===== config.mk =====
export PLATFORM = sky130hd
export DESIGN_NAME = ctcg_fifo
export DESIGN_NICKNAME = d
export VERILOG_FILES = /design/src/rtl/core/ctcg_pkg.sv /design/src/rtl/core/ctcg_fifo.sv
export SDC_FILE = /design/constraint.sdc
export NUM_CORES = 1
export LEC_CHECK = 0
export BUFFER_PORTS_ARGS = -buffer_cell sky130_fd_sc_hd__buf_2
export CORE_UTILIZATION = 47
export CTS_CLUSTER_DIAMETER = 150
export DETAILED_ROUTE_END_ITERATION = 7
export GPL_ROUTABILITY_DRIVEN = 0
export HOLD_SLACK_MARGIN = 0.1
export PLACE_DENSITY_LB_ADDON = 0.2
export SYNTH_ARGS = -nofsm -noshare
export SYNTH_HDL_FRONTEND = slang
export SYNTH_SLANG_ARGS = --single-unit

===== constraint.sdc =====
create_clock -name clk -period 2.1 [get_ports clk]
set_input_delay 0.42 -clock clk [delete_from_list [all_inputs] [get_ports clk]]
set_output_delay 0.42 -clock clk [all_outputs]
set_load 0.03 [all_outputs]

===== src/rtl/core/ctcg_pkg.sv =====
package ctcg_pkg;

	// field widths of the item and result
	localparam int LOGIT_W = 16;
	localparam int NW_W    = 9;
	localparam int CHAR_W  = 8;
	localparam int SCORE_W = 16;

	// running sum of exp(logit - max), Q9.15
	localparam int SUM_W = 24;
	// exp table entry, Q1.15
	localparam int EXP_W = 16;
	// table index carried per beat: a Q8.8 difference shifted right by two
	localparam int K_W = LOGIT_W - 2;

	// queue between front and back, power of two
	localparam int QUEUE_DEPTH = 4;

	localparam logic [SUM_W-1:0] ONE_Q15     = 24'd32768;
	localparam logic [SUM_W-1:0] SUM_LIMIT   = 24'hFF_FFFF;
	localparam logic [EXP_W-1:0] EXP_ONE     = 16'd32768;
	// exp(-1/64) in Q0.32
	localparam logic [31:0]      EXP_STEP_RATIO = 32'd4228380000;

	// what the back does with one beat
	typedef enum logic [1:0] {
		OP_FIRST,
		OP_ADD,
		OP_RISE,
		OP_SKIP
	} ctcg_op_t;

	typedef struct packed {
		ctcg_op_t            op;
		logic [K_W-1:0]      k;
		logic                row_end;
		logic                accepted;
		logic [CHAR_W-1:0]   char_index;
		logic                end_of_sequence;
	} ctcg_item_t;

endpackage


===== src/rtl/core/ctcg_fifo.sv =====
module ctcg_fifo (
	input  logic                 clk,
	input  logic                 arst_n,
	input  logic                 wr_en,
	input  ctcg_pkg::ctcg_item_t wr_item,
	output logic                 full,
	input  logic                 rd_en,
	output ctcg_pkg::ctcg_item_t rd_item,
	output logic                 not_empty
);
	import ctcg_pkg::*;

	localparam int PTR_W = $clog2(QUEUE_DEPTH);

	ctcg_item_t       mem_q [QUEUE_DEPTH];
	logic [PTR_W-1:0] wr_ptr_q;
	logic [PTR_W-1:0] rd_ptr_q;
	logic [PTR_W:0]   cnt_q;

	// status
	assign full      = (cnt_q == (PTR_W+1)'(QUEUE_DEPTH));
	assign not_empty = (cnt_q != '0);
	assign rd_item   = mem_q[rd_ptr_q];

	// storage
	always_ff @(posedge clk) begin
		if (wr_en) begin
			mem_q[wr_ptr_q] <= wr_item;
		end
	end

	// pointers and fill level
	always_ff @(posedge clk or negedge arst_n) begin
		if (!arst_n) begin
			wr_ptr_q <= '0;
			rd_ptr_q <= '0;
			cnt_q    <= '0;
		end else begin
			if (wr_en) begin
				wr_ptr_q <= wr_ptr_q + PTR_W'(1);
			end
			if (rd_en) begin
				rd_ptr_q <= rd_ptr_q + PTR_W'(1);
			end
			case ({wr_en, rd_en})
				2'b10:   cnt_q <= cnt_q + (PTR_W+1)'(1);
				2'b01:   cnt_q <= cnt_q - (PTR_W+1)'(1);
				default: cnt_q <= cnt_q;
			endcase
		end
	end

	// the back never pops an empty queue
	a_no_pop_empty: assert property (@(posedge clk) disable iff (!arst_n)
		rd_en |-> cnt_q != '0)
		else $error("queue popped while empty");

endmodule


==> flow_summary.ini <==
[logic_synthesis]
syn_area_um2 = 4300
yosysSeqAreaShare_pct = 79.6
synth_edf_count = 108
ys_warn_count = 0
synthesis.instances = 174
synth_top_area_share_pct = 75.5
ys_top_cells_by_area = edfxtp_1 75%, mux4_2 14%, dfrtp_1 4.1%, ha_1 1.5%, mux4_1 0.61%
yosys-top-cells-count = 108 x edfxtp_1, 26 x mux4_2, 7 x dfrtp_1
postSynthAreaPerCell_um2 = 24.7
async_flop_share_pct = 6.09
ys_ff_latch = 115
synth_ff_type = edfxtp_1
yosysTopAreaCell = edfxtp_1
yosysUniqueCellTypes = 20
synthMostInstantiatedCell = edfxtp_1
synth_nets = 211

[detailed_routing]
drc = 13
totalWireLength_mm = 6.97
vias_per_cell = 5.16
wl_per_cell_um = 18.3
first_iter_violations = 94
firstDrtPassIters = 6
ant_nets = 0
vias = 1970

[cells_and_area]
nFillCells = 626
nets = 298
drive_gt1_share_pct = 46.7
areaGrowthSynthToFinish_pct = 27.5
fin_util_pct = 62.2
diodes = 0

[global_route]
grt-ovfl-total = 0
grt_pass1_vias = 2122
grt_usage_pct = 16.1
grt_pass1_wl_mm = 10.9
grt_max_degree = 20
antenna_found_initial = 0

[placement]
place_ws_ps = 274
dp_hpwl_mm = 4.32
port_buffers = 59

[cts]
cts_tree = built
clk_pin_slew_ps = 50
root_buffer = clkbuf_8
cts-htree-levels = 4
cts.path.max_buffers = 2
clkLatencyLatePin_ps = 500
cts.sinks = 115
cts-buffers-inserted = 17

[critical_path]
slowest_delay_ps = 510
critPathCaptureType = output pin
critPathRequiredTime_ps = 1680
worstPathArrival_ps = 1810
critPathLaunchType = flop
path_cells = buf_4, mux4_2, buf_2
crit_path_top_delay_cell = mux4_2
timing.setup.critical_path_class = reg2out
cp_max_fo = 6

[timing]
fin_crit_sh_pct = 106
worst_slack_ps = -128
tightest_slew_ps = 321
timing.fmax_mhz = 449
slew_headroom_pct = 78.6
slew_viol_final = 0
hold_violations = 0
grt_setup_unrepaired = yes
tns_ps = -2630
whs_ps = 131
finClkSkew_ps = 4.93
post-route-min-period_ps = 2230
setup_viol = 27

[floorplanning]
start_util_pct = 48.8
die_h_um = 97.6
rows = 34
die_w_um = 97.6
fp.dieArea_um2 = 9530
core_um2 = 8810
ioPinCount = 60

[power]
vdd_ir_drop_max_mv = 0.785
p_leak_nw = 1.98
p_per_area_nw_per_um2 = 1620
finalPower_mw = 8.89

[status]
status = finished, violations left
violations = DRC, setup timing

[run]
cap_violations = 0

[worst_hold_path]
hp-class = in2reg
==> cell families after synthesis <==
family                     share of synthesized area (%)
AOI/OAI and AO/OA                                  0.116
xor gates and xnor gates                            1.22
adders and majority gates                           1.92
buffers and inverters                               1.51
DFF                                                 79.6
muxes                                               14.5
and+or+nand+nor                                     1.16
==> report_power, final <==
group	switching, mW	total [mW]	internal, mW
Combinational	1.65	2.92	1.27
Sequential	0.143	3.16	3.02
Clock	0.908	2.80	1.90
Total	2.70	8.89	6.19
==> worst paths after layout <==
check	end	slack, ps	from	cells past startpoint
worst max-delay path	rd_item[24]	-130	rd_ptr_q[0]$_DFFE_PN0P_	3
worst min-delay path	mem_q[1][26]$_DFFE_PP_	130	wr_item[26]	1
worst max register to register	mem_q[0][11]$_DFFE_PP_	630	wr_ptr_q[0]$_DFFE_PN0P_	4
worst min register to register	cnt_q[2]$_DFFE_PN0P_	480	cnt_q[2]$_DFFE_PN0P_	1
max in group asynchronous	rd_ptr_q[0]$_DFFE_PN0P_	1640	arst_n	2
min in group asynchronous	cnt_q[2]$_DFFE_PN0P_	280	arst_n	2
==> state kept, by name, indices dropped and copies added (netlist names) <==
name / flops
cnt_q: 3
mem_q: 108
rd_ptr_q: 2
wr_ptr_q: 2
==> placed cells by master (no fill, tap or decap) <==
master and n:
o21ai_0 1, fa_1 1, mux2_2 1, nor2_1 1, clkinv_1 4, clkbuf_16 16
dfrtp_1 6, nand2_1 2, mux4_2 27, clkinv_2 3, and2_1 4, xor2_1 3
bufinv_16 4, buf_12 1, ha_1 5, nor3b_1 1, dfrtp_2 1, or3_1 1
clkinvlp_4 2, dlygate4sd3_1 1, buf_2 42, clkbuf_8 1, clkbuf_1 2, edfxtp_1 108
buf_4 16, inv_1 3, xnor2_1 3, buf_6 14
==> area by class of cell <==
type,count,area (um2),area share (%)
repair buffers,74,518,9.45
well taps,108,135,2.47
multi-input cells,50,810,14.8
clock buffers,19,422,7.69
inverters,3,11.3,0.205
flip-flops and latches,115,3420,62.4
clock inverters,13,165,3.01
==> what timing repair did <==
| action | in CTS | in global routing |
|---|---|---|
| buffers inserted | 1 | 0 |
| endpoints found under the setup margin | 27 | 27 |
| gates resized for setup | 32 | 0 |
| hold endpoints to repair | 7 | 0 |
| hold buffers | 1 | 0 |
==> worst max-delay path: cells and delay by family, from the launching register on <==
family	cells	cell delay, ps
buf+inv	2	390
mux	1	510
flops	1	400
==> through the flow <==
step / instance area (um2) / cells
global route: 5480 / 382
global placement: 4780 / 348
finish: 5480 / 382
floorplan: 4300 / 174
detailed placement: 4780 / 348
CTS: 5480 / 382
==> metal layers <==
layer	track usage (%)	vias up	routed length, um
li1	-	903	-
met1	19.6	1004	2940
met2	26.2	51	3670
met3	5.83	12	260
met4	6.64	0	108
met5	0	-	0
Note: power is estimated with default switching activity, not from simulation.
