==> config.mk <==
export PLATFORM = sky130hd
export DESIGN_NAME = ctcg_front_flat
export DESIGN_NICKNAME = d
export VERILOG_FILES = /design/src/rtl/core/ctcg_pkg.sv /design/src/rtl/core/ctcg_if.sv /design/src/rtl/core/ctcg_front.sv /design/src/flat_wrapper.sv
export SDC_FILE = /design/constraint.sdc
export NUM_CORES = 1
export LEC_CHECK = 0
export ABC_AREA = 0
export ABC_CLOCK_PERIOD_IN_PS = 14480
export BUFFER_PORTS_ARGS = -buffer_cell sky130_fd_sc_hd__buf_2
export CAP_MARGIN = 20
export CORE_UTILIZATION = 35
export DETAILED_ROUTE_END_ITERATION = 7
export SLEW_MARGIN = 40
export SYNTH_ARGS = -nofsm -noshare
export SYNTH_HDL_FRONTEND = slang
export SYNTH_SLANG_ARGS = --single-unit
==> constraint.sdc <==
create_clock -name clk -period 14.48 [get_ports clk]
set_input_delay 1.448 -clock clk [delete_from_list [all_inputs] [get_ports clk]]
set_output_delay 1.448 -clock clk [all_outputs]
set_load 0.01 [all_outputs]
==> src/rtl/core/ctcg_pkg.sv <==
package ctcg_pkg;

	// field widths of the item and result
	localparam int LOGIT_W = 16;
	localparam int NW_W    = 9;
	localparam int CHAR_W  = 8;
	localparam int SCORE_W = 16;

	// running sum of exp(logit - max), Q9.15
	localparam int SUM_W = 24;
	// exp table entry, Q1.15
	localparam int EXP_W = 16;
	// table index carried per beat: a Q8.8 difference shifted right by two
	localparam int K_W = LOGIT_W - 2;

	// queue between front and back, power of two
	localparam int QUEUE_DEPTH = 4;

	localparam logic [SUM_W-1:0] ONE_Q15     = 24'd32768;
	localparam logic [SUM_W-1:0] SUM_LIMIT   = 24'hFF_FFFF;
	localparam logic [EXP_W-1:0] EXP_ONE     = 16'd32768;
	// exp(-1/64) in Q0.32
	localparam logic [31:0]      EXP_STEP_RATIO = 32'd4228380000;

	// what the back does with one beat
	typedef enum logic [1:0] {
		OP_FIRST,
		OP_ADD,
		OP_RISE,
		OP_SKIP
	} ctcg_op_t;

	typedef struct packed {
		ctcg_op_t            op;
		logic [K_W-1:0]      k;
		logic                row_end;
		logic                accepted;
		logic [CHAR_W-1:0]   char_index;
		logic                end_of_sequence;
	} ctcg_item_t;

endpackage

==> src/rtl/core/ctcg_if.sv <==
interface ctcg_in_if;
	logic                                valid;
	logic                                ready;
	logic signed [ctcg_pkg::LOGIT_W-1:0] logit;
	logic                                last_in_row;
	logic                                last_row;

	modport source (output valid, output logit, output last_in_row, output last_row,
		input ready);
	modport sink (input valid, input logit, input last_in_row, input last_row,
		output ready);
endinterface


==> src/rtl/core/ctcg_front.sv <==
module ctcg_front #(
	parameter int MAX_CLASSES = 256
) (
	input  logic                         clk,
	input  logic                         arst_n,
	ctcg_in_if.sink                      logits,
	input  logic [ctcg_pkg::NW_W-1:0]    num_words,
	input  logic                         q_full,
	output logic                         push,
	output ctcg_pkg::ctcg_item_t         item
);
	import ctcg_pkg::*;

	localparam int CW   = $clog2(MAX_CLASSES + 1);
	localparam int IW   = $clog2(MAX_CLASSES);
	localparam int CMPW = (IW > NW_W) ? IW : NW_W;

	logic [CW-1:0]             col_q;
	logic signed [LOGIT_W-1:0] max_q;
	logic [IW-1:0]             best_q;
	logic [IW-1:0]             prev_q;

	logic                      accept;
	logic                      rise;
	logic [LOGIT_W:0]          diff_w;
	ctcg_op_t                  op;
	logic signed [LOGIT_W-1:0] nmax;
	logic [IW-1:0]             nbest;
	logic [CW-1:0]             ncol;
	logic                      acc;
	logic [CMPW-1:0]           idx_m1;

	assign logits.ready = !q_full;
	assign accept       = logits.valid && logits.ready;

	// compare with the running maximum; the difference is never negative
	assign rise   = (logits.logit > max_q);
	assign diff_w = rise ? ({logits.logit[LOGIT_W-1], logits.logit} - {max_q[LOGIT_W-1], max_q})
	                     : ({max_q[LOGIT_W-1], max_q} - {logits.logit[LOGIT_W-1], logits.logit});

	// classify the beat and work out the next max and argmax
	always_comb begin
		op    = OP_SKIP;
		nmax  = max_q;
		nbest = best_q;
		ncol  = col_q;
		if (col_q == '0) begin
			op    = OP_FIRST;
			nmax  = logits.logit;
			nbest = '0;
			ncol  = CW'(1);
		end else if (col_q < CW'(MAX_CLASSES)) begin
			ncol = col_q + CW'(1);
			if (rise) begin
				op    = OP_RISE;
				nmax  = logits.logit;
				nbest = col_q[IW-1:0];
			end else begin
				op = OP_ADD;
			end
		end
	end

	// character decision, meaningful on the row's last beat
	assign acc    = (nbest != '0) && (CMPW'(nbest) < CMPW'(num_words)) && (nbest != prev_q);
	assign idx_m1 = CMPW'(nbest) - CMPW'(1);

	assign item.op              = op;
	assign item.k               = diff_w[LOGIT_W-1:2];
	assign item.row_end         = logits.last_in_row;
	assign item.accepted        = acc;
	assign item.char_index      = acc ? idx_m1[CHAR_W-1:0] : '0;
	assign item.end_of_sequence = logits.last_row;

	// ignored columns are dropped unless they close the row
	assign push = accept && ((op != OP_SKIP) || logits.last_in_row);

	// row state
	always_ff @(posedge clk or negedge arst_n) begin
		if (!arst_n) begin
			col_q  <= '0;
			max_q  <= '0;
			best_q <= '0;
			prev_q <= '0;
		end else if (accept) begin
			if (logits.last_in_row) begin
				col_q  <= '0;
				max_q  <= '0;
				best_q <= '0;
				prev_q <= logits.last_row ? '0 : nbest;
			end else begin
				col_q  <= ncol;
				max_q  <= nmax;
				best_q <= nbest;
			end
		end
	end

	// a row end always restarts the column count
	a_row_restart: assert property (@(posedge clk) disable iff (!arst_n)
		accept && logits.last_in_row |=> col_q == '0)
		else $error("column count not cleared after row end");

endmodule

==> src/flat_wrapper.sv <==
// flat-port wrapper written by rule: the top's interface ports become plain ports
module ctcg_front_flat import ctcg_pkg::*;
#(
	parameter int MAX_CLASSES = 256
)
  (clk, arst_n, num_words, q_full, push, item, logits_valid, logits_logit, logits_last_in_row, logits_last_row, logits_ready);
  ctcg_in_if logits_i ();
  input  logic clk;
  input  logic arst_n;
  input  logic [ctcg_pkg::NW_W-1:0] num_words;
  input  logic q_full;
  output logic push;
  output ctcg_pkg::ctcg_item_t item;
  input wire logic [$bits(logits_i.valid)-1:0] logits_valid;
  input wire logic [$bits(logits_i.logit)-1:0] logits_logit;
  input wire logic [$bits(logits_i.last_in_row)-1:0] logits_last_in_row;
  input wire logic [$bits(logits_i.last_row)-1:0] logits_last_row;
  output wire logic [$bits(logits_i.ready)-1:0] logits_ready;
  assign logits_i.valid = logits_valid;
  assign logits_i.logit = logits_logit;
  assign logits_i.last_in_row = logits_last_in_row;
  assign logits_i.last_row = logits_last_row;
  assign logits_ready = logits_i.ready;
  ctcg_front #(.MAX_CLASSES(MAX_CLASSES)) u_core (.clk(clk), .arst_n(arst_n), .logits(logits_i), .num_words(num_words), .q_full(q_full), .push(push), .item(item));
endmodule
==> run_results.csv, run 1 <==
group,metric,value,unit
synthesis,ys_types,80,
sta,max_slew.worst_pin.slew,0.762,ns
place,place_area,4740,sq um
synthesis,synth_area_leader_cell,"dfrtp_1",
sta,clock_skew,0.00404,ns
synthesis,yosys_warnings,0,
final_layout,area_delta_synth_final,11.1,%
floorplanning,die_x,114,um
place,port_buffers,59,
run_status,status,"completed",
sta,fin_crit,7.65,ns
cts,clock_tree.root_cell,"clkbuf_16",
sta,slew_headroom,48.9,%
place,dp_cells,730,
route,postRouteWirelength,11700,um
global_route,grt_first_pass_wirelength,19100,um
critical_path,path_delay_family,"compound AO/OA/AOI/OAI gates",
sta,rsz0062_at_grt,"no",
place,dpl.hpwl,8820,um
cts,cts_hold_buffers,0,
pwr,pwr-share-clk,17.1,%
synthesis,synth_top_area_share,23.4,%
pwr,p_int,348,uW
pwr,total_power,637,uW
route,ant_nets,0,
pwr,p_leak,2.37,nW
final_layout,final_layout_size_suffix_gt1_share,18.0,%
global_route,antenna_found_initial,0,
sta,clock.fmax,0.131,GHz
final_layout,register_area,1030,sq um
floorplanning,ios,60,
cts,cts_resized,0,
synthesis,syn_area,4380,sq um
flow_run,maxCapViolCount,0,
critical_path,cp_slowest_stage_delay,0.69,ns
critical_path,crit_slowest_cell,"nor3_2",
pwr,powerDensity,131,nW/um^2
route,first_pass_iters,5,
synthesis,synthCells,534,
sta,setup_viol,0,
cts,clk-insertion-delay-late,0.29,ns
route,wire_per_inst,15.9,um
place,gp_congestion,0.885,
critical_path,critical_path_class,"input pin to primary output",
cts,clock_path_buffers,2,
pwr,seq_power_share,22.1,%
pwr,combPwrFrac,60.9,%
cts,clk_pin_slew,0.06,ns
pwr,ir_drop,0.0453,mV
synthesis,synth_top_flop_cell,"dfrtp_1",
critical_path,crit_top_cell,"a21o_1",
synthesis,async_flop_share,100,%
final_layout,multi_input_area,2960,sq um
final_layout,fin_area,4870,sq um
route,vias_per_cell,5.42,
sta,min_period_over_period,52.9,%
critical_path,cp-start-kind,"input pin",
global_route,overflow,0,
floorplanning,dieArea,13000,sq um
synthesis,synth-edff-count,0,
floorplanning,core-area,12100,sq um
cts,clock_sinks,41,
cts,cts_made_buffers,5,
critical_path,cp_num_buf_inv,4,
min_path,hp-class,"flip-flop to flip-flop",
cts,cts_tree,"built",
critical_path,cp_data_required_time,13.03,ns
final_layout,nNetsFinal,641,
global_route,grt.total_usage,18.4,%
final_layout,final_core_util,40.2,%
floorplanning,dieHeight,114,um
final_layout,antenna_cells,0,
critical_path,critPathMaxFanout,13,
pwr,p_sw_share,45.3,%
synthesis,ys_ff_latch,41,
sta,final_max_slew_viol_count,0,
critical_path,arrival,6.20,ns
synthesis,syn_nets,606,
sta,hold_viol,0,
critical_path,worstSetupEndpointType,"primary output",
synthesis,seq_area_frac_synth,23.4,%
final_layout,fillCellCount,1278,
global_route,grt_max_degree,42,
critical_path,crit_chain,"buf_2 -> inv_1 -> ha_1 -> a21oi_1 -> o21a_1 -> a2bb2oi_2 -> a31oi_4 -> nor3_2 -> nor2_1 -> a21oi_1 -> inv_1 -> ha_1 -> a21o_1 -> a21o_1 -> a21o_1 -> a21o_1 -> a21o_1 -> a21oi_1 -> a2bb2oi_1 -> o31ai_4 -> a211oi_1 -> buf_2",
route,vias,3992,
floorplanning,rows,40,
sta,setup-tns-final,0,ns
route,drc,0,
synthesis,avgSynthCellArea,8.21,sq um
global_route,grt_pass1_vias,3830,
cts,cts_setup_buffers,0,
pwr,switchingPower,289,uW
route,drtIter0Drc,300,
final_layout,final_cells,736,
floorplanning,start_util,36.2,%
synthesis,synthTopCellsByArea,"dfrtp_1 (23%), ha_1 (12%), inv_1 (5.0%)",
cts,htree_levels,2,
==> flip-flops by register name (all words and copies together) (netlist names) <==
register	cells
u_core.col_q	9
u_core.max_q	16
u_core.best_q	8
u_core.prev_q	8
==> synth_stat cells (5+ instances only) <==
library cell  count
o21ai_0          37
nand2b_1          5
nand3_1          11
mux2i_1          10
xor2_1            9
nand2_1          56
ha_1             41
xnor2_1          13
buf_2             7
nor2b_1           5
a22o_1           16
a21oi_1          33
a21o_1           17
clkbuf_1         16
a31oi_1           5
dfrtp_1          41
nor2_1           34
buf_4             5
nand4_1           9
nor3_1           11
inv_1            58
mux2_2            5
==> power by group through the flow <==
stage	Clock (mW)	Combinational, mW	Sequential (mW)
finish	0.109	0.388	0.140
global route	0.116	0.421	0.143
CTS	0.114	0.388	0.140
detailed placement	0	0.386	0.142
global placement	0	0.381	0.141
floorplan	0	0.288	0.138
==> worst reg2reg max path, stage by stage, from the launching register on <==
cell and delay [ns]:
dfrtp_1 0.40, ha_1 0.44, a21oi_1 0.27, o21a_1 0.18, a2bb2oi_2 0.26, nand3_1 0.40, a31oi_4 0.42, a21o_1 0.61
a22o_1 0.27
==> final cells by class <==
cell class	count	area share [%]
clock buffer	5	2.57
timing repair buffer	61	6.58
multi-input combinational	402	60.9
sequential	41	21.1
clock inverter	1	0.103
inverter	58	4.47
tap	168	4.32
==> cells in the final DEF, fill, tap and decap left out, drive strengths merged, types with 3 or more instances in the layout <==
cell type / instances
inv: 58
buf: 61
xor2: 9
a21o: 17
o21a: 4
o21ai: 38
a31oi: 9
mux2i: 10
nor2b: 5
and3: 4
o2111ai: 3
ha: 41
dfrtp: 41
mux2: 5
nor4: 6
or2: 4
nor2: 35
o211ai: 5
o32ai: 4
nor3: 13
a21oi: 33
nand3: 11
o31ai: 4
nand2b: 5
and2: 4
nor3b: 3
nand4: 11
xnor2: 14
a22o: 16
clkbuf: 5
nand2: 56
==> worst paths after layout <==
kind	slack, ns	cells after the start	endpoint	from
max	6.83	22	item[7]	logits_logit[11]
min	0.49	2	u_core.prev_q[1]$_DFFE_PN0P_	u_core.prev_q[1]$_DFFE_PN0P_
max reg2reg	11.19	8	u_core.max_q[9]$_DFFE_PN0P_	u_core.max_q[11]$_DFFE_PN0P_
min reg2reg	0.49	2	u_core.prev_q[1]$_DFFE_PN0P_	u_core.prev_q[1]$_DFFE_PN0P_
max in group asynchronous	12.92	1	u_core.best_q[4]$_DFFE_PN0P_	arst_n
min in group asynchronous	1.15	1	u_core.max_q[10]$_DFFE_PN0P_	arst_n
==> routing by layer <==
layer	vias up	share of wire, %	GRT usage (%)	wire length [um]
met3	14	4.3	2.34	500
met4	0	1.4	5.37	165
li1	1969	-	-	-
met5	-	0	0	0
met2	117	46	29.6	5420
met1	1892	48	25.7	5620
==> through the flow <==
step / setup WS, ns / hold slack, ns
4_1_cts: 6.85 / 0.493
3_5_place_dp: 6.89 / 0.479
3_3_place_gp: 7.01 / 0.472
5_1_grt: 6.41 / 0.531
2_1_floorplan: 7.55 / 0.450
6_report: 6.83 / 0.489
==> logic make-up after synthesis <==
logic type / Yosys count / synth area share [%]
AND/OR/NAND/NOR: 167 / 20.6
AO/OA/AOI/OAI: 156 / 26.7
buffers and inverters: 91 / 8.96
adder cells (fa/ha/maj): 41 / 11.7
flip-flops: 41 / 23.4
XOR/XNOR: 23 / 5.02
multiplexers: 15 / 3.57
No activity file was read; power rests on OpenSTA's default activity.
==> run 2: changes to the inputs <==
Settings changed: ABC_CLOCK_PERIOD_IN_PS 14480 to 6930.
Clock period 14.48 ns to 6.93 ns, I/O delays scaled along.
==> run_results.csv, run 2 (synthesis gave the netlist of run 1 again) <==
group,metric,value,unit
run_status,status,"completed",
final_layout,area_delta_synth_final,11.8,%
floorplanning,start_util,36.2,%
final_layout,largest_reg_flops,16,
critical_path,reg2reg_to,"u_core.max_q[4]$_DFFE_PN0P_",
sta,whs,0.377,ns
cts,cts_hold_buffers,0,
floorplanning,dieHeight,114,um
pwr,p_int,745,uW
cts,clock_path_buffers,2,
critical_path,reg2reg_slack,3.59,ns
place,gp_congestion,0.883,
pwr,pwr-share-clk,18.2,%
critical_path,cp_num_buf_inv,4,
sta,setup_viol,0,
cts,clock_sinks,41,
final_layout,final_cells,739,
cts,htree_levels,2,
sta,final_max_slew_viol_count,0,
place,pre_cts_ws,1.04,ns
route,vias_per_cell,5.47,
pwr,p_leak,2.38,nW
place,port_buffers,59,
cts,clk-insertion-delay-late,0.29,ns
global_route,grt_pass1_vias,3873,
pwr,p_sw_share,45.2,%
floorplanning,rows,40,
place,dp_cells,731,
route,postRouteWirelength,11700,um
route,ant_nets,0,
final_layout,nNetsFinal,642,
final_layout,layout_common_cells,"inv_1 (58), buf_2 (58), nand2_1 (56)",
pwr,ir_drop,0.135,mV
route,wire_per_inst,15.9,um
sta,rsz0062_at_grt,"no",
cts,cts_tree,"built",
floorplanning,die_x,114,um
floorplanning,dieArea,13000,sq um
floorplanning,ios,60,
place,place_area,4750,sq um
pwr,powerDensity,278,nW/um^2
sta,slew_headroom,52.4,%
global_route,antenna_found_initial,0,
final_layout,antenna_cells,0,
critical_path,critical_path_class,"input pin to primary output",
pwr,combPwrFrac,60.2,%
place,dpl.hpwl,8910,um
critical_path,cp_data_required_time,6.24,ns
critical_path,r2r_start,"u_core.max_q[11]$_DFFE_PN0P_",
pwr,switchingPower,615,uW
sta,max_slew.worst_pin.slew,0.713,ns
global_route,grt_first_pass_wirelength,19500,um
cts,cts_setup_buffers,0,
global_route,overflow,0,
route,drtIter0Drc,229,
critical_path,reg2reg_depth,8,
critical_path,worstSetupEndpointType,"primary output",
min_path,hp-class,"input pin to async pin",
global_route,grt.total_usage,18.9,%
critical_path,crit_top_cell,"a21o_1",
critical_path,arrival,5.25,ns
flow_run,maxCapViolCount,0,
sta,fin_crit,5.94,ns
sta,min_period_over_period,85.8,%
final_layout,reg_top3,"u_core.max_q: 16 flops, u_core.col_q: 9 flops",
sta,clock.fmax,0.168,GHz
pwr,seq_power_share,21.6,%
critical_path,crit_chain,"buf_2 -> inv_1 -> ha_1 -> nand4_4 -> nor4_4 -> o21ai_2 -> nand3_1 -> nand3_1 -> and3_1 -> a21oi_1 -> inv_1 -> ha_1 -> a21o_1 -> a21o_1 -> a21o_1 -> a21o_1 -> a21oi_1 -> a2bb2oi_1 -> o31ai_4 -> nor3_1 -> buf_2",
cts,clock_tree.root_cell,"clkbuf_16",
cts,clk_pin_slew,0.07,ns
route,drc,0,
critical_path,cp-start-kind,"input pin",
sta,clock_skew,0.00624,ns
final_layout,final_layout_size_suffix_gt1_share,18.4,%
route,first_pass_iters,5,
critical_path,critPathMaxFanout,11,
final_layout,fin_area,4900,sq um
sta,setup-tns-final,0,ns
critical_path,cp_slowest_stage_delay,0.51,ns
sta,setup_slack,0.985,ns
cts,cts_resized,0,
floorplanning,core-area,12100,sq um
critical_path,crit_slowest_cell,"ha_1",
global_route,grt_max_degree,42,
cts,cts_made_buffers,5,
route,vias,4043,
critical_path,path_delay_family,"simple AND/OR/NAND/NOR gates",
final_layout,fillCellCount,1296,
sta,hold_viol,0,
final_layout,largest_register,"u_core.max_q",
-- run 2: cell type report --
| class | instances | area [sq um] | area share, % |
|---|---|---|---|
| clock inverter | 2 | 13.8 | 0.281 |
| inverter | 58 | 218 | 4.44 |
| clock buffer | 6 | 139 | 2.84 |
| sequential | 41 | 1030 | 20.9 |
| tap | 168 | 210 | 4.29 |
| multi-input combinational | 402 | 2960 | 60.5 |
| timing repair buffer | 62 | 328 | 6.69 |
-- run 2: worst max-delay path by stage --
stage	slack, ns	endpoint	cells past startpoint	start
floorplan	1.51	item[7]	20	logits_logit[11]
global placement	1.08	item[7]	21	logits_logit[10]
detailed placement	1.04	item[7]	21	logits_logit[10]
CTS	1.04	item[8]	21	logits_logit[10]
global route	0.61	item[1]	21	logits_logit[11]
finish	0.99	item[8]	21	logits_logit[12]
-- run 2: power groups by stage --
stage,clock network (mW),registers [mW],logic (mW)
global route,0.265,0.298,0.896
floorplan,0,0.289,0.602
CTS,0.254,0.293,0.819
global placement,0,0.296,0.799
finish,0.248,0.293,0.819
detailed placement,0,0.297,0.814
-- run 2: stage by stage --
step           utilization [%]  total power, mW
2_1_floorplan                -            0.891
3_3_place_gp              39.0             1.09
3_5_place_dp              39.2             1.11
4_1_cts                   40.4             1.37
5_1_grt                   40.4             1.46
6_report                  40.4             1.36
-- run 2: metal layers --
| layer | track usage (%) | share of wire (%) | vias to the layer above | wire (um) |
|---|---|---|---|---|
| met5 | 0 | 0 | - | 0 |
| met4 | 5.80 | 1.8 | 0 | 206 |
| met3 | 2.34 | 4.0 | 19 | 464 |
| met2 | 30.7 | 46 | 99 | 5390 |
| met1 | 26.1 | 48 | 1961 | 5680 |
| li1 | - | - | 1964 | - |
==> run 3: changes to the inputs <==
Settings changed: CELL_PAD_IN_SITES_DETAIL_PLACEMENT set to 1, CELL_PAD_IN_SITES_GLOBAL_PLACEMENT set to 1, PLACE_DENSITY_LB_ADDON set to 0.1.
==> run_results.csv, run 3 (synthesis gave the netlist of run 1 again) <==
group,metric,value,unit
floorplanning,dieArea,13000,sq um
global_route,grt_pass1_vias,4174,
global_route,grt_max_degree,42,
sta,setup_viol,0,
pwr,powerDensity,292,nW/um^2
run_status,status,"completed",
critical_path,arrival,5.40,ns
sta,rsz0062_at_grt,"no",
route,wire_per_inst,18.5,um
cts,clk_pin_slew,0.07,ns
critical_path,cp_num_buf_inv,5,
cts,cts_resized,0,
floorplanning,rows,40,
cts,htree_levels,2,
sta,clock_skew,0.00825,ns
critical_path,crit_chain,"buf_2 -> inv_1 -> ha_1 -> nand4_2 -> or4_1 -> nand2_1 -> nor3_2 -> buf_4 -> a21oi_1 -> inv_1 -> ha_1 -> a21o_1 -> a21o_1 -> a21o_1 -> a21o_1 -> a21o_1 -> a21oi_1 -> a2bb2oi_1 -> o31ai_4 -> nor3b_1 -> buf_2",
final_layout,antenna_cells,0,
pwr,p_leak,2.40,nW
place,port_buffers,59,
cts,cts_tree,"built",
route,drc,0,
cts,clock_tree.root_cell,"clkbuf_16",
critical_path,cp_data_required_time,6.24,ns
sta,fin_crit,6.10,ns
global_route,antenna_found_initial,0,
global_route,grt.total_usage,22.4,%
floorplanning,die_x,114,um
route,drtIter0Drc,127,
sta,clock.fmax,0.164,GHz
floorplanning,ios,60,
cts,clock_path_buffers,2,
place,gp_congestion,0.830,
critical_path,critPathMaxFanout,13,
route,first_pass_iters,4,
sta,final_max_slew_viol_count,0,
critical_path,reg2reg_depth,7,
min_path,hp-class,"input pin to async pin",
cts,cts_setup_buffers,0,
cts,cts_hold_buffers,0,
place,dpl.hpwl,10200,um
place,place_area,4750,sq um
cts,clk-insertion-delay-late,0.30,ns
final_layout,fin_area,4940,sq um
floorplanning,dieHeight,114,um
route,ant_nets,0,
final_layout,final_layout_size_suffix_gt1_share,18.5,%
route,vias,4044,
critical_path,crit_top_cell,"a21o_1",
cts,cts_made_buffers,5,
final_layout,area_delta_synth_final,12.6,%
floorplanning,start_util,36.2,%
sta,slew_headroom,52.6,%
sta,setup-tns-final,0,ns
critical_path,cp-start-kind,"input pin",
global_route,overflow,0,
critical_path,path_delay_family,"compound AO/OA/AOI/OAI gates",
critical_path,crit_slowest_cell,"or4_1",
floorplanning,core-area,12100,sq um
sta,min_period_over_period,88.0,%
final_layout,reg_top3,"u_core.max_q: 16 flops, u_core.col_q: 9 flops",
cts,clock_sinks,41,
critical_path,critical_path_class,"input pin to primary output",
final_layout,nNetsFinal,643,
critical_path,cp.depth,21,
pwr,ir_drop,0.154,mV
route,vias_per_cell,5.46,
final_layout,largest_reg_flops,16,
final_layout,layout_common_cells,"inv_1 (58), buf_2 (58), nand2_1 (56)",
flow_run,maxCapViolCount,0,
global_route,grt_first_pass_wirelength,22500,um
sta,max_slew.worst_pin.slew,0.710,ns
sta,hold_viol,0,
route,postRouteWirelength,13700,um
critical_path,cp_slowest_stage_delay,0.70,ns
final_layout,largest_register,"u_core.max_q",
critical_path,worstSetupEndpointType,"primary output",
run 3: changes by cell type in the layout (fill, tap and decap cells not counted):
cell / change
buf_4: +2
clkbuf_8: -1
buf_8: -1
bufinv_16: +2
clkinv_4: -1
run 3: path summary, 6_finish.rpt:
| kind | startpoint | to | slack (ns) |
|---|---|---|---|
| worst max register to register | u_core.max_q[11]$_DFFE_PN0P_ | u_core.max_q[4]$_DFFE_PN0P_ | 3.53 |
| worst min register to register | u_core.prev_q[1]$_DFFE_PN0P_ | u_core.prev_q[1]$_DFFE_PN0P_ | 0.50 |
| worst min-delay path | arst_n | u_core.max_q[9]$_DFFE_PN0P_ | 0.41 |
| worst max-delay path | logits_logit[11] | item[1] | 0.83 |
| min in group clk | u_core.prev_q[1]$_DFFE_PN0P_ | u_core.prev_q[1]$_DFFE_PN0P_ | 0.50 |
| max in group asynchronous | arst_n | u_core.best_q[5]$_DFFE_PN0P_ | 6.11 |
run 3: power by group:
part / switching [mW] / internal [mW]
combinational: 0.494 / 0.334
clock: 0.115 / 0.206
sequential: 0.0275 / 0.266
total: 0.636 / 0.807
run 3: routing by layer:
| layer | GRT usage [%] | up-vias | part of all wire (%) |
|---|---|---|---|
| met4 | 6.49 | 0 | 1.2 |
| met5 | 0 | - | 0 |
| met1 | 32.5 | 1996 | 51 |
| li1 | - | 1968 | - |
| met2 | 35.1 | 72 | 44 |
| met3 | 2.44 | 8 | 3.7 |
run 3: stage by stage:
step	total power, mW	std cells	util, %	hold slack [ns]	worst slack [ns]
floorplan	0.891	534	-	0.397	1.51
global placement	1.11	732	39.2	0.473	0.974
detailed placement	1.13	732	39.2	0.490	0.861
CTS	1.46	740	40.8	0.436	0.830
global route	1.54	740	40.8	0.458	0.555
finish	1.44	740	40.8	0.409	0.832
run 3: area by class of cell:
type / instances / area (sq um)
Fill cell: 1490 / 7180
Multi-Input combinational cell: 402 / 2960
Sequential cell: 41 / 1030
Timing Repair Buffer: 63 / 328
Inverter: 58 / 218
Tap cell: 168 / 210
Clock buffer: 5 / 125
Clock inverter: 3 / 65.1
run 3: worst reg2reg max path, cell delays in order, from the launching register on:
cell	delay [ns]
dfrtp_1	0.40
ha_1	0.51
nand4_2	0.30
nor4_4	0.58
nor2_1	0.28
a31oi_4	0.35
a21o_1	0.63
a22o_1	0.27
